==> src/sv/esp_pkg.sv <==
// Shared types and constants for the encoder speed sampler.
// Holds the controller state encoding and the command and status structs.
// No dependencies.
`default_nettype none

package esp_pkg;

	// Configuration register indexes.
	localparam logic [1:0] REG_REVERSE = 2'd0;
	localparam logic [1:0] REG_COUNTS_PER_TURN = 2'd1;
	localparam logic [1:0] REG_PERIOD = 2'd2;
	localparam logic [1:0] REG_SAMPLE_RATE = 2'd3;

	// Register reset values.
	localparam logic [15:0] CPT_RESET = 16'd1024;
	localparam logic [15:0] PERIOD_RESET = 16'd20;
	localparam logic [9:0] SPS_RESET = 10'd50;

	// Divider geometry: a 50-bit dividend retired two quotient bits a cycle.
	localparam int DVD_BITS = 50;
	localparam int DIV_STEPS = DVD_BITS / 2;
	localparam int DIV_CNT_BITS = $clog2(DIV_STEPS);

	// Saturation limits of the velocity output.
	localparam logic [31:0] VEL_MAX = 32'h7FFF_FFFF;
	localparam logic [31:0] VEL_MIN = 32'h8000_0000;

	typedef enum logic [1:0] {
		ST_IDLE,
		ST_MUL,
		ST_DIV,
		ST_FINISH
	} esp_state_t;

	// Commands from the controller to the datapath.
	typedef struct packed {
		logic accept;
		logic mul;
		logic div_step;
		logic finish;
	} esp_cmd_t;

	// Status from the datapath to the controller.
	typedef struct packed {
		logic sample;
		logic div_last;
		logic out_free;
	} esp_status_t;

endpackage

`default_nettype wire

==> src/sv/esp_ctrl.sv <==
// Controller state machine of the encoder speed sampler.
// Sequences sample, multiply, divide and result hand-over; uses esp_pkg.
`default_nettype none

module esp_ctrl
	import esp_pkg::*;
(
	input  wire logic        clk,
	input  wire logic        arst_n,
	input  wire logic        in_valid,
	output logic             in_ready,
	input  wire esp_status_t status,
	output esp_cmd_t         cmd
);

	esp_state_t state_q, state_d;

	// State register.
	always_ff @(posedge clk or negedge arst_n) begin
		if (!arst_n) begin
			state_q <= ST_IDLE;
		end else begin
			state_q <= state_d;
		end
	end

	// Next state and commands.
	always_comb begin
		state_d = state_q;
		in_ready = 1'b0;
		cmd = '0;
		case (state_q)
			ST_IDLE: begin
				in_ready = 1'b1;
				cmd.accept = in_valid;
				if (in_valid && status.sample) begin
					state_d = ST_MUL;
				end
			end
			ST_MUL: begin
				cmd.mul = 1'b1;
				state_d = ST_DIV;
			end
			ST_DIV: begin
				cmd.div_step = 1'b1;
				if (status.div_last) begin
					state_d = ST_FINISH;
				end
			end
			ST_FINISH: begin
				if (status.out_free) begin
					cmd.finish = 1'b1;
					state_d = ST_IDLE;
				end
			end
			default: begin
				state_d = ST_IDLE;
			end
		endcase
	end

endmodule

`default_nettype wire

==> src/sv/esp_datapath.sv <==
// Datapath of the encoder speed sampler: registers, tick divider, step and
// position, velocity multiply, radix-4 restoring divider and output register.
// Uses esp_pkg; driven by esp_ctrl.
`default_nettype none

module esp_datapath
	import esp_pkg::*;
#(
	parameter int COUNTER_BITS = 32
) (
	input  wire logic        clk,
	input  wire logic        arst_n,
	input  wire logic        cfg_we,
	input  wire logic [1:0]  cfg_index,
	input  wire logic [15:0] cfg_data,
	input  wire logic [31:0] count,
	input  wire esp_cmd_t    cmd,
	output esp_status_t      status,
	output logic             out_valid,
	input  wire logic        out_ready,
	output logic signed [31:0] step_counts,
	output logic signed [31:0] position,
	output logic signed [31:0] velocity_q8
);

	localparam int SHIFT = 32 - COUNTER_BITS;

	logic        reverse_q;
	logic [15:0] cpt_q;
	logic [15:0] period_q;
	logic [9:0]  sps_q;

	logic [15:0] tick_q;
	logic [31:0] last_q;
	logic [31:0] pos_q;
	logic [31:0] step_q;
	logic        neg_q;
	logic [DVD_BITS-1:0] dvd_q;
	logic [15:0] rem_q;
	logic [DIV_CNT_BITS-1:0] cnt_q;
	logic        out_valid_q;
	logic [31:0] out_step_q;
	logic [31:0] out_pos_q;
	logic [31:0] out_vel_q;

	// Configuration registers.
	always_ff @(posedge clk or negedge arst_n) begin
		if (!arst_n) begin
			reverse_q <= 1'b0;
			cpt_q <= CPT_RESET;
			period_q <= PERIOD_RESET;
			sps_q <= SPS_RESET;
		end else if (cfg_we) begin
			case (cfg_index)
				REG_REVERSE: reverse_q <= cfg_data[0];
				REG_COUNTS_PER_TURN: cpt_q <= cfg_data;
				REG_PERIOD: period_q <= cfg_data;
				REG_SAMPLE_RATE: sps_q <= cfg_data[9:0];
				default: ;
			endcase
		end
	end

	// Tick divider and the sample decision.
	logic [15:0] tick_next;
	assign tick_next = tick_q + 16'd1;
	assign status.sample = tick_next > period_q;

	// Wrapped step, sign-extended from the counter width.
	logic [31:0] diff;
	logic [31:0] step_new;
	assign diff = count - last_q;
	assign step_new = 32'($signed(diff << SHIFT) >>> SHIFT);

	// Magnitude of the step for the velocity product.
	logic [31:0] mag;
	logic [41:0] prod;
	assign mag = step_q[31] ? (32'd0 - step_q) : step_q;
	assign prod = {10'd0, mag} * {32'd0, sps_q};

	// Two restoring division steps per cycle; a zero divisor counts as one.
	logic [15:0] divisor;
	logic [16:0] r1, r2;
	logic        ge1, ge2;
	logic [15:0] r1s, r2s;
	assign divisor = (cpt_q == 16'd0) ? 16'd1 : cpt_q;
	always_comb begin
		r1 = {rem_q, dvd_q[DVD_BITS-1]};
		ge1 = r1 >= {1'b0, divisor};
		r1s = ge1 ? 16'(r1 - {1'b0, divisor}) : r1[15:0];
		r2 = {r1s, dvd_q[DVD_BITS-2]};
		ge2 = r2 >= {1'b0, divisor};
		r2s = ge2 ? 16'(r2 - {1'b0, divisor}) : r2[15:0];
	end
	assign status.div_last = cnt_q == DIV_CNT_BITS'(DIV_STEPS - 1);

	// Control state of the datapath: tick divider, sampled count, position.
	always_ff @(posedge clk or negedge arst_n) begin
		if (!arst_n) begin
			tick_q <= '0;
			last_q <= '0;
			pos_q <= '0;
			cnt_q <= '0;
		end else begin
			if (cmd.accept) begin
				if (status.sample) begin
					tick_q <= '0;
					last_q <= count;
					pos_q <= pos_q + step_new;
				end else begin
					tick_q <= tick_next;
				end
			end
			if (cmd.mul) begin
				cnt_q <= '0;
			end else if (cmd.div_step) begin
				cnt_q <= cnt_q + DIV_CNT_BITS'(1);
			end
		end
	end

	// Working registers of one sample request.
	always_ff @(posedge clk) begin
		if (cmd.accept && status.sample) begin
			step_q <= step_new;
		end
		if (cmd.mul) begin
			neg_q <= step_q[31] ^ reverse_q;
			dvd_q <= {prod, 8'd0};
			rem_q <= '0;
		end else if (cmd.div_step) begin
			dvd_q <= {dvd_q[DVD_BITS-3:0], ge1, ge2};
			rem_q <= r2s;
		end
	end

	// Saturation of the quotient to the signed 32-bit range.
	logic [31:0] vel;
	always_comb begin
		if (neg_q) begin
			if ((|dvd_q[DVD_BITS-1:32]) || (dvd_q[31] && (|dvd_q[30:0]))) begin
				vel = VEL_MIN;
			end else begin
				vel = 32'd0 - dvd_q[31:0];
			end
		end else begin
			if (|dvd_q[DVD_BITS-1:31]) begin
				vel = VEL_MAX;
			end else begin
				vel = dvd_q[31:0];
			end
		end
	end

	// Output register: holds a result until it is taken.
	assign status.out_free = !out_valid_q || out_ready;
	always_ff @(posedge clk or negedge arst_n) begin
		if (!arst_n) begin
			out_valid_q <= 1'b0;
		end else if (cmd.finish) begin
			out_valid_q <= 1'b1;
		end else if (out_ready) begin
			out_valid_q <= 1'b0;
		end
	end

	always_ff @(posedge clk) begin
		if (cmd.finish) begin
			out_step_q <= step_q;
			out_pos_q <= pos_q;
			out_vel_q <= vel;
		end
	end

	assign out_valid = out_valid_q;
	assign step_counts = $signed(out_step_q);
	assign position = $signed(out_pos_q);
	assign velocity_q8 = $signed(out_vel_q);

endmodule

`default_nettype wire

==> src/sv/encoder_speed_sampler_top.sv <==
// Encoder speed sampler: one tick request per accepted count. A tick that
// takes no sample leaves the controller idle. A sample tick gives its result
// after a multiply state, the divider state at two quotient bits per step and a
// hand-over state, and waits longer while an untaken result holds the output
// register. The next request is taken only after the result is registered.
// Active-low asynchronous reset restores defaults.
`default_nettype none

module encoder_speed_sampler_top
	import esp_pkg::*;
#(
	parameter int COUNTER_BITS = 32
) (
	input  wire logic        clk,
	input  wire logic        arst_n,
	input  wire logic        cfg_we,
	input  wire logic [1:0]  cfg_index,
	input  wire logic [15:0] cfg_data,
	input  wire logic        in_valid,
	output logic             in_ready,
	input  wire logic [31:0] count,
	output logic             out_valid,
	input  wire logic        out_ready,
	output logic signed [31:0] step_counts,
	output logic signed [31:0] position,
	output logic signed [31:0] velocity_q8
);

	esp_cmd_t    cmd;
	esp_status_t status;

	// Sequencer.
	esp_ctrl u_ctrl (
		.clk      (clk),
		.arst_n   (arst_n),
		.in_valid (in_valid),
		.in_ready (in_ready),
		.status   (status),
		.cmd      (cmd)
	);

	// Arithmetic and storage.
	esp_datapath #(
		.COUNTER_BITS (COUNTER_BITS)
	) u_datapath (
		.clk         (clk),
		.arst_n      (arst_n),
		.cfg_we      (cfg_we),
		.cfg_index   (cfg_index),
		.cfg_data    (cfg_data),
		.count       (count),
		.cmd         (cmd),
		.status      (status),
		.out_valid   (out_valid),
		.out_ready   (out_ready),
		.step_counts (step_counts),
		.position    (position),
		.velocity_q8 (velocity_q8)
	);

endmodule

`default_nettype wire

==> config.mk <==
export PLATFORM = sky130hd
export DESIGN_NAME = encoder_speed_sampler_top
export DESIGN_NICKNAME = d
export VERILOG_FILES = /design/src/sv/esp_pkg.sv /design/src/sv/esp_ctrl.sv /design/src/sv/esp_datapath.sv /design/src/sv/encoder_speed_sampler_top.sv
export SDC_FILE = /design/constraint.sdc
export NUM_CORES = 1
export LEC_CHECK = 0
export BUFFER_PORTS_ARGS = -buffer_cell sky130_fd_sc_hd__buf_2
export CAP_MARGIN = 15
export CORE_MARGIN = 4
export CORE_UTILIZATION = 55
export DETAILED_ROUTE_END_ITERATION = 10
export PLACE_DENSITY_LB_ADDON = 0.05
export SKIP_LAST_GASP = 1
export SLEW_MARGIN = 15
export SYNTH_ARGS = -nofsm -noshare
export SYNTH_HDL_FRONTEND = slang
export SYNTH_SLANG_ARGS = --single-unit
==> constraint.sdc <==
create_clock -name clk -period 18.9 [get_ports clk]
set_input_delay 1.89 -clock clk [delete_from_list [all_inputs] [get_ports clk]]
set_output_delay 1.89 -clock clk [all_outputs]
set_load 0.005 [all_outputs]
; ---- After elaboration in Yosys (flattened, before gate mapping)
; Index checks and enable logic that the tools add are counted.
[op_classes]
add_sub_neg = 8
mul = 1
magnitude_cmp = 3
eq_ne = 10
mux = 24
bitwise = 1
reduce_logical = 20
[ops]
columns = op, count
row1 = 32-bit two-way mux, 4
row2 = 50-bit two-way mux, 2
row3 = 16-bit two-way mux, 4
row4 = 1-bit by 32-bit subtractor with 32-bit output (first input constant), 2
row5 = 32-bit by 10-bit multiplier with 42-bit output, 1
row6 = 17-bit by 16-bit >= comparator with 1-bit output, 2
row7 = 32-bit adder, 1
row8 = 16-bit subtractor, 2
row9 = 32-bit subtractor, 1
row10 = 31-bit OR reduction, 1
row11 = 19-bit OR reduction, 1
row12 = 18-bit OR reduction, 1
row13 = 16-bit by 1-bit adder with 16-bit output (second input constant), 1
row14 = 16-bit greater-than comparator, 1
row15 = 16-bit zero test, 1
row16 = 5-bit two-way mux, 2
row17 = 2-bit AND reduction, 5
row18 = 2-bit equality test (second input constant), 4
row19 = 1-bit two-way mux, 8
row20 = 2-bit case mux with 4 select lines, 1
row21 = 2-bit two-way mux, 3
row22 = 5-bit by 1-bit adder with 5-bit output (second input constant), 1
row23 = 5-bit equality test (second input constant), 1
row24 = 2-bit by 1-bit equality test with 1-bit output (second input constant), 2
row25 = other kinds (9), 15
[totals]
reg_bits = 326
in_bits = 55
elab_cells = 85

; ---- Depth between registers and ports, before layout
; Gate-level depths: netlist of run 1.
[depth]
ltp_word = 7
depth_mapped = 30

; ---- Hierarchy
; From an unflattened synthesis of run 1, not the netlist that was laid out.
[unflattened]
hier_cells = 3008
hier_area_um2 = 28652.5
[modules_own_cells]
columns = mod, instances, cells_each, area_per_inst_um2
row1 = esp_datapath, 1, 2990, 28472.3
row2 = esp_ctrl, 1, 18, 180.2

; ---- Worst setup path after synthesis of run 1
; No wires, ideal clock.
[synth_timing]
path_kind = register to register
from = register u_datapath.step_q[5]
to = register u_datapath.dvd_q[47] (data pin)
setup_ns = 0.274
arrival_time_ns = 7.899
t_required_ns = 18.626
slack_ns = 10.726
stages_incl_launch_ff = 30
period_less_slack_ns = 8.174
cell_sequence = edfxtp_1 -> or4_4 -> nor4_4 -> nand2_1 -> or4_1 -> or4_4 -> or3_1 -> buf_4 -> o31ai_4 -> xnor2_1 -> nand2_1 -> fa_1 -> inv_1 -> fa_1 -> fa_1 -> fa_1 -> inv_1 -> fa_1 -> inv_1 -> ha_1 -> clkbuf_1 -> nand2_1 -> nand2_1 -> a211oi_1 -> nand3_1 -> a211oi_1 -> nor4_1 -> a2111oi_0 -> or3_1 -> a31oi_1
[synth_via]
elab_chain_cells = 4
[synth_rtl]
columns = element, line
row1 = from (decl), esp_datapath.sv:36  ; logic [31:0] step_q;
row2 = from (signal assigned), esp_datapath.sv:125  ; step_q <= step_new;
row3 = 1-bit by 32-bit subtractor with 32-bit output, esp_datapath.sv:78  ; assign mag = step_q[31] ? (32'd0 - step_q) : step_q;
row4 = 32-bit two-way mux *, esp_datapath.sv:78
row5 = 32-bit by 10-bit multiplier with 42-bit output *, esp_datapath.sv:79  ; assign prod = {10'd0, mag} * {32'd0, sps_q};
row6 = 50-bit two-way mux *, esp_datapath.sv:127  ; if (cmd.mul) begin
row7 = to (signal assigned), esp_datapath.sv:129  ; dvd_q <= {prod, 8'd0};
row8 = to (signal assigned), esp_datapath.sv:132  ; dvd_q <= {dvd_q[DVD_BITS-3:0], ge1, ge2};
row9 = to (decl), esp_datapath.sv:38  ; logic [DVD_BITS-1:0] dvd_q;
; Mark *: on every way between the ends. The rest lies on a longest branch, timed or not.
; A chain may end at the register's enable or synchronous reset.

; ---- Worst setup path after layout of run 1
; Same ends and word-level chain as after synthesis.

==> reports/metrics.cfg, run 1 <==
[outcome]
status=complete, no violations

[route]
drcViolationCount=0
antenna_left=0
wl_per_cell_um=19.6
viasPerCell=5.77
dr.pass1.iters=5
vias=22200
drt_iter0_markers=1671
wl_um=75300

[placed_design]
place_congestion=0.924
place_ws_ns=9.95
dp_hpwl_um=57500
portBuffers=152

[global_route]
grt_use_total_pct=26.8
grt_max_degree=102
grt_pass1_wl_um=122000
antenna_found_initial=3
gr-total-overflow=0
grt_pass1_vias=22600

[clocking]
htree_levels=2
cts_inserted_buffers=37
clk_pin_slew_worst_paths_ns=0.06
cts_tree=done
cts_hold_buf=0
cts_root_buf=clkbuf_16
post_cts_buffers=0
clock_latency_ns=0.55
clkSinkCount=326
cts_resized=0
cts_max_path_buffers=3

[setup_path]
crit_arrival_ns=9.20
crit_path_end_kind=flip-flop
cp_max_fo=10
setup.worst_path.start_class=flip-flop
required_ns=19.17
crit_type=flip-flop to flip-flop

[min_path]
hold_path.class=flip-flop to flip-flop

[final_layout]
area_growth_pct=9.01
drive_gt1_share_pct=10.5
final_util_pct=60.8
nets=3625

[synth]
netlist_area_mm2=0.0288
synth_area_per_cell_um2=9.51
synth_edf_count=171
ys_types=84
yosysSeqAreaShare_pct=30.9
syn-num-nets=3522
yosysMostFrequentCell=nand2_1
synth_ff_type=edfxtp_1
synth_common_cells=nand2_1, inv_1, fa_1
yosys_warnings=0
syn_inst=3029
ys_seq_elements=326
post-synth-top-area-cell=edfxtp_1
postSynth.asyncResetShare_pct=40.2
synth_top_cell_area_share_pct=17.8
synth_area_leaders=edfxtp_1, fa_1, dfrtp_1, ha_1, nand2_1

[sta]
grt_setup_unrepaired=no
hold_viol_final=0
setup_violations=0
fin_crit_ns=8.94
drv_slew=0
fmax_ghz=0.112
fin_skew_ns=0.0143
layout_setup_ws_ns=9.96
tns_ns=0
tightest_slew_ns=1.17
slew_headroom_pct=21.7
min_period_over_period_pct=47.3

[floorplanning]
core_area_mm2=0.0516
start_util_pct=55.8
die_area_mm2=0.0561
fp-row-count=83
dieWidth_um=237
die_h_um=237
io_pins=153

[flow_run]
maxCapViolations=0

[worst max-delay path, stage by stage (launching register included)]
cell and delay, ns:
edfxtp_1 0.44, or4_4 0.60, nor4_4 0.20, nand2_1 0.17, or4_1 0.46, or4_4 0.46
or3_1 0.51, o31ai_4 0.24, xnor2_1 0.40, nand2_1 0.18, fa_1 0.56, inv_1 0.05
fa_1 0.51, fa_1 0.44, fa_1 0.54, inv_1 0.05, fa_1 0.52, inv_1 0.04
ha_1 0.40, nand2_1 0.10, nand2_1 0.05, a211oi_1 0.38, nand3_1 0.12, a211oi_1 0.30
nor4_1 0.18, a2111oi_0 0.51, or3_1 0.18, a31oi_1 0.07
[routing by layer]
metal  global-route usage, %  vias up  part of all wire, %
met4                    8.67        2                  3.3
met2                    44.2      631                   48
met1                    36.6    10800                   43
li1                        -    10500                    -
met5                       0        -                0.013
met3                    4.30      128                  5.7
[sequential cells by signal (all words and copies together), names as in the netlist, 32 cells and up]
register and cells:
u_datapath.velocity_q8 32, u_datapath.dvd_q 50, u_datapath.pos_q 32, u_datapath.last_q 32, u_datapath.position 32, u_datapath.step_counts 32, u_datapath.step_q 32
[cell families (layout without fill, tap and decap cells)]
group	after synthesis	in the layout	share of synthesized area [%]
AOI/OAI and AO/OA	602	602	13.3
xor gates and xnor gates	160	160	4.96
adders and majority gates	438	438	25.3
buffers and inverters	443	574	5.79
DFF	326	326	30.9
muxes	69	69	2.65
other	0	2	0
and+or+nand+nor	991	991	17.0
[cells in the final DEF (no fill, tap or decap), types with 38 or more instances in the layout]
cell         n
nand2_1    392
inv_1      333
fa_1       242
o21ai_0    214
ha_1       193
edfxtp_1   171
and2_1     167
buf_2      151
dfrtp_1    125
a21oi_1    123
nor2_1     115
xnor2_1     96
nand3_1     79
xor2_1      61
a21o_1      59
mux2_2      59
clkbuf_16   38
[per-stage QoR]
stage / instances / area [µm²] / hold slack (ns)
floorplan: 3029 / 28800 / 0.441
global placement: 3772 / 30200 / 0.436
detailed placement: 3772 / 30200 / 0.462
CTS: 3839 / 31400 / 0.470
global route: 3841 / 31400 / 0.483
finish: 3842 / 31400 / 0.465
[layout make-up]
cell class                      count  area (µm²)
Clock buffer                       47        1020
Inverter                          334        1250
Fill cell                        4421       20200
Antenna cell                        2        5.00
Multi-Input combinational cell   2260       18300
Timing Repair Buffer              173         932
Sequential cell                   326        8900
Clock inverter                     20         178
Tap cell                          680         851
[worst paths after layout]
kind,startpoint,end,slack (ns),depth (start not counted)
hold reg to reg,u_datapath.pos_q[31]$_DFFE_PN0P_,u_datapath.pos_q[31]$_DFFE_PN0P_,0.46,1
hold / removal,u_datapath.pos_q[31]$_DFFE_PN0P_,u_datapath.pos_q[31]$_DFFE_PN0P_,0.46,1
setup / recovery,u_datapath.step_q[5]$_DFFE_PP_,u_datapath.dvd_q[47]$_DFFE_PP_,9.96,27
max in group asynchronous,arst_n,u_datapath.period_q[10]$_DFFE_PN0P_,16.19,2
min in group asynchronous,arst_n,u_datapath.last_q[18]$_DFFE_PN0P_,1.34,1
setup reg to reg,u_datapath.step_q[5]$_DFFE_PP_,u_datapath.dvd_q[47]$_DFFE_PP_,9.96,27
Power of run 1 is left out: the tool's default activity adds up to more than one toggle a clock period on the data nets, which glitch-free logic cannot reach.
==> run 2, diff against run 1 <==
clock period = 8.76 ns   (was 18.9 ns; I/O delays follow)
==> run 2 against run 1 <==
Effect of this change:
- register-to-register slack worse by 9.6 ns
- die area stayed put
- non-clock buffer count is 23 higher
- first-iteration DRC count is 3.8% lower
- hold slack worse by 0.16 ns
- critical path depth stayed put
- core utilization is 0.80 points higher
- critical path type unchanged
- routed wire length is 0.61% higher
- sequential share of layout area is 0.37 points lower
- via count is 1.2% higher
- critical endpoint is now u_datapath.dvd_q[48]$_DFFE_PP_
- count of clock-buffer cells in the layout is 6 higher
==> reports/metrics.cfg, run 2 (same netlist as run 1, synthesis figures left out) <==
[outcome]
status=complete, no violations

[floorplanning]
die_area_mm2=0.0561
die_h_um=237
core_area_mm2=0.0516
dieWidth_um=237
fp-row-count=83
start_util_pct=55.8
io_pins=153

[setup_path]
crit_type=flip-flop to flip-flop
crit_arrival_ns=8.67
cp_max_fo=9
cp_num_cells=27
rrSetupSlack_ns=0.38
path_buf_inv=5
cpMostUsedCell=fa_1
setup.worst_path.start_class=flip-flop
critPathTopFamily=adder cells
required_ns=9.06
critPathSlowestCell=or4_4
critPathCapture=u_datapath.dvd_q[48]$_DFFE_PP_
ff2ff_path_depth=27
cp-startpoint=u_datapath.step_q[6]$_DFFE_PP_
slowest_delay_ns=0.57
crit_path_end_kind=flip-flop
worstReg2RegEnd=u_datapath.dvd_q[48]$_DFFE_PP_
reg2reg_from=u_datapath.step_q[6]$_DFFE_PP_

[route]
viasPerCell=5.79
dr.pass1.iters=8
wl_um=75700
wl_per_cell_um=19.6
antenna_left=0
vias=22400
drcViolationCount=0
drt_iter0_markers=1607

[min_path]
hold_path.class=input port to asynchronous set/reset pin

[sta]
tightest_slew_ns=1.17
hold_ws_ns=0.303
fmax_ghz=0.119
min_period_over_period_pct=95.6
setup_violations=0
fin_skew_ns=0.0301
hold_viol_final=0
fin_crit_ns=8.38
drv_slew=0
grt_setup_unrepaired=no
slew_headroom_pct=22.2

[clocking]
htree_levels=2
clk_pin_slew_worst_paths_ns=0.06
cts_root_buf=clkbuf_16
cts_inserted_buffers=40
clock_latency_ns=0.56
cts_hold_buf=0
cts_max_path_buffers=3
clkSinkCount=326
post_cts_buffers=0
cts_tree=done

[final_layout]
nets=3651
area_growth_pct=10.5
regMostFlops=u_datapath.dvd_q
fillers=4468
multi_input_area_mm2=0.0183
final_cell_mix=nand2_1, inv_1, fa_1
largest_reg_flops=50
drive_gt1_share_pct=11.8
final_common_cell=nand2_1
register_area_mm2=0.00890

[global_route]
grt_pass1_vias=22700
grt_use_total_pct=26.9
grt_max_degree=95
antenna_found_initial=5
gr-total-overflow=0
grt_pass1_wl_um=122000

[flow_run]
maxCapViolations=0

[placed_design]
place_congestion=0.928
portBuffers=152
dp_hpwl_um=57800

[run 2: routing by layer]
| metal | up-vias | share of wire (%) | wire, µm | track usage [%] |
|---|---|---|---|---|
| li1 | 10600 | - | - | - |
| met1 | 11100 | 43 | 32600 | 36.2 |
| met2 | 609 | 47 | 35800 | 43.7 |
| met3 | 137 | 5.5 | 4180 | 4.57 |
| met4 | 4 | 4.0 | 3030 | 10.2 |
| met5 | - | 0.10 | 76 | 0.866 |
[run 2: worst min-delay path by stage]
stage,slack (ns),start,to
2_1_floorplan,0.44,u_datapath.pos_q[31]$_DFFE_PN0P_,u_datapath.pos_q[31]$_DFFE_PN0P_
3_3_place_gp,0.46,u_datapath.pos_q[31]$_DFFE_PN0P_,u_datapath.pos_q[31]$_DFFE_PN0P_
3_5_place_dp,0.46,u_datapath.pos_q[31]$_DFFE_PN0P_,u_datapath.position[31]$_DFFE_PP_
4_1_cts,0.32,arst_n,u_datapath.pos_q[19]$_DFFE_PN0P_
5_1_grt,0.34,arst_n,u_datapath.last_q[30]$_DFFE_PN0P_
6_report,0.30,arst_n,u_datapath.pos_q[20]$_DFFE_PN0P_
[run 2: cell type report]
class                           count  area share [%]
Sequential cell                   326            28.0
Antenna cell                        3          0.0236
Clock inverter                     21           0.665
Tap cell                          680            2.67
Multi-Input combinational cell   2260            57.6
Clock buffer                       53            3.66
Inverter                          334            3.94
Timing Repair Buffer              196            3.45
[run 2: stage by stage]
stage / worst slack (ns) / instances / area [µm²] / setup TNS (ns) / util [%]
floorplan: 0.586 / 3029 / 28800 / 0 / -
global placement: 0.132 / 3796 / 30400 / 0 / 58.8
detailed placement: -0.0135 / 3796 / 30400 / -0.0135 / 58.8
CTS: 0.117 / 3870 / 31700 / 0 / 61.5
global route: 0.000203 / 3871 / 31800 / 0 / 61.6
finish: 0.385 / 3873 / 31800 / 0 / 61.6
[run 2: timing repair]
action | 4_1_cts | 5_1_grt
resized for setup | 1 | 11
pin swaps | 0 | 1
hold endpoints to repair | 0 | 0
endpoints found under the setup margin | 2 | 9
Power of run 2 is left out for the same reason.
==> run 3, diff against run 2 <==
GPL_TIMING_DRIVEN = 0   (was default)
==> run 3 against run 2 <==
Effect of this change:
- die area unchanged
- clock skew increased by 0.0017 ns
- register-to-register slack got worse by 0.12 ns
- count of clock-buffer cells in the layout increased by 4
- worst setup slack got worse by 0.12 ns
- sequential share of layout area decreased by 0.55 points
- fmax decreased by 1.5%
- cell count increased by 2.0%
- critical path type unchanged
==> reports/metrics.cfg, run 3 (same netlist as run 1, synthesis figures left out) <==
[outcome]
status=complete, no violations

[placed_design]
dpl.cell_count=3865
place_congestion=0.918
dp_hpwl_um=64100
portBuffers=152

[floorplanning]
die_area_mm2=0.0561
die_h_um=237
io_pins=153
start_util_pct=55.8
fp-row-count=83
core_area_mm2=0.0516
dieWidth_um=237

[clocking]
cts_max_path_buffers=3
cts_tree=done
clk_pin_slew_worst_paths_ns=0.06
clkSinkCount=326
clock_latency_ns=0.57
cts_inserted_buffers=40
htree_levels=2
cts_root_buf=clkbuf_16

[route]
dr.pass1.iters=6
wl_per_cell_um=21.0
viasPerCell=5.92
antenna_left=0
drcViolationCount=0
vias=23400
wl_um=82800
drt_iter0_markers=1559

[setup_path]
crit_arrival_ns=8.79
critPathSlowestCell=xnor2_1
ff2ff_path_depth=23
required_ns=9.05
slowest_delay_ns=0.92
cp_max_fo=10
crit_chain=clkbuf_1, o31ai_1, xnor2_1, and2_1, fa_1, fa_1, fa_1, fa_1, inv_1, fa_1, inv_1, ha_1, clkbuf_1, a21o_1, a21o_1, a21oi_1, and3_1, o21ai_0, a211oi_1, nor2_1, a221oi_1, xor2_1, o21ai_0
cpMostUsedCell=fa_1
crit_path_end_kind=flip-flop
setup.worst_path.start_class=flip-flop
crit_type=flip-flop to flip-flop

[sta]
min_period_over_period_pct=97.0
fin_skew_ns=0.0319
slew_headroom_pct=23.4
hold_viol_final=0
fin_crit_ns=8.50
tightest_slew_ns=1.14
setup_violations=0
drv_slew=0
fmax_ghz=0.118

[flow_run]
maxCapViolations=0

[global_route]
met1_usage_pct=41.0
grt_pass1_wl_um=130000
grtUsageMet2_pct=46.9
grt_pass1_vias=23300
grt_use_total_pct=29.2
grt_max_degree=68
grtUsageMet3_pct=3.84
gr-total-overflow=0
grt_busiest_layer=met2
antenna_found_initial=1

[final_layout]
fillers=4299
fin_cells=3950
multi_input_area_mm2=0.0186
largest_reg_flops=50
drive_gt1_share_pct=11.9
register_area_mm2=0.00890
final_common_cell=nand2_1
nets=3731
regMostFlops=u_datapath.dvd_q
area_growth_pct=12.7
final_cell_mix=nand2_1, inv_1, fa_1
antenna_cells=0

[min_path]
hold_path.class=input port to asynchronous set/reset pin

run 3: cell types whose count changed in the layout (fill, tap and decap cells not counted), moves of 7 or more:
cell | previous run | this run
buf_4 | 44 | 14
clkbuf_1 | 6 | 98
buf_1 | 0 | 7
clkinv_2 | 13 | 6
ha_1 | 193 | 185
xnor2_4 | 1 | 8
xnor2_1 | 94 | 83
run 3: worst paths after layout:
check | from | to | slack [ns]
min in group clk | u_datapath.pos_q[0]$_DFFE_PN0P_ | u_datapath.position[0]$_DFFE_PP_ | 0.46
max | u_datapath.step_q[31]$_DFFE_PP_ | u_datapath.dvd_q[34]$_DFFE_PP_ | 0.26
max reg2reg | u_datapath.step_q[31]$_DFFE_PP_ | u_datapath.dvd_q[34]$_DFFE_PP_ | 0.26
min reg2reg | u_datapath.pos_q[0]$_DFFE_PN0P_ | u_datapath.position[0]$_DFFE_PP_ | 0.46
max in group asynchronous | arst_n | u_datapath.cpt_q[10]$_DFFE_PN1P_ | 7.69
min | arst_n | u_datapath.pos_q[17]$_DFFE_PN0P_ | 0.28
run 3: metal layers:
| metal | share of wire [%] | vias up |
|---|---|---|
| met5 | 0 | - |
| met4 | 4.3 | 0 |
| met3 | 6.6 | 177 |
| met2 | 46 | 818 |
| met1 | 43 | 11600 |
| li1 | - | 10800 |
run 3: timing repair:
| item | CTS | global route |
|---|---|---|
| hold buffers | 0 | 0 |
| setup endpoints to repair | 8 | 13 |
| pin swaps | 4 | 16 |
| gates resized for setup | 13 | 56 |
| setup buffers | 7 | 9 |
run 3: layout make-up:
class / instances / share of cell area [%]
Inverter: 334 / 3.86
Tap cell: 680 / 2.62
Clock buffer: 57 / 3.76
Buffer: 104 / 1.23
Clock inverter: 17 / 0.652
Sequential cell: 326 / 27.4
Multi-Input combinational cell: 2260 / 57.4
Timing Repair Buffer: 172 / 3.04
run 3: critical path: cells and delay by family (launching register included):
family	cells	cell delay, ns
adder cells (fa/ha/maj)	6	2.85
AND/OR/NAND/NOR	3	0.66
buffers and inverters	4	0.88
XOR/XNOR	2	1.29
flip-flops	1	0.64
AO/OA/AOI/OAI	8	1.90
run 3: metrics by stage:
| step | hold slack [ns] | area [µm²] | setup TNS, ns | worst slack, ns | utilization, % |
|---|---|---|---|---|---|
| global placement | 0.464 | 30400 | -4.31 | -0.840 | 58.9 |
| CTS | 0.275 | 32100 | 0 | 0.0115 | 62.2 |
| global route | 0.307 | 32500 | -0.142 | -0.0480 | 62.9 |
| detailed placement | 0.471 | 30500 | -3.89 | -0.790 | 59.2 |
| floorplan | 0.441 | 28800 | 0 | 0.586 | - |
| finish | 0.283 | 32500 | 0 | 0.260 | 62.9 |
Power of run 3 is left out for the same reason.
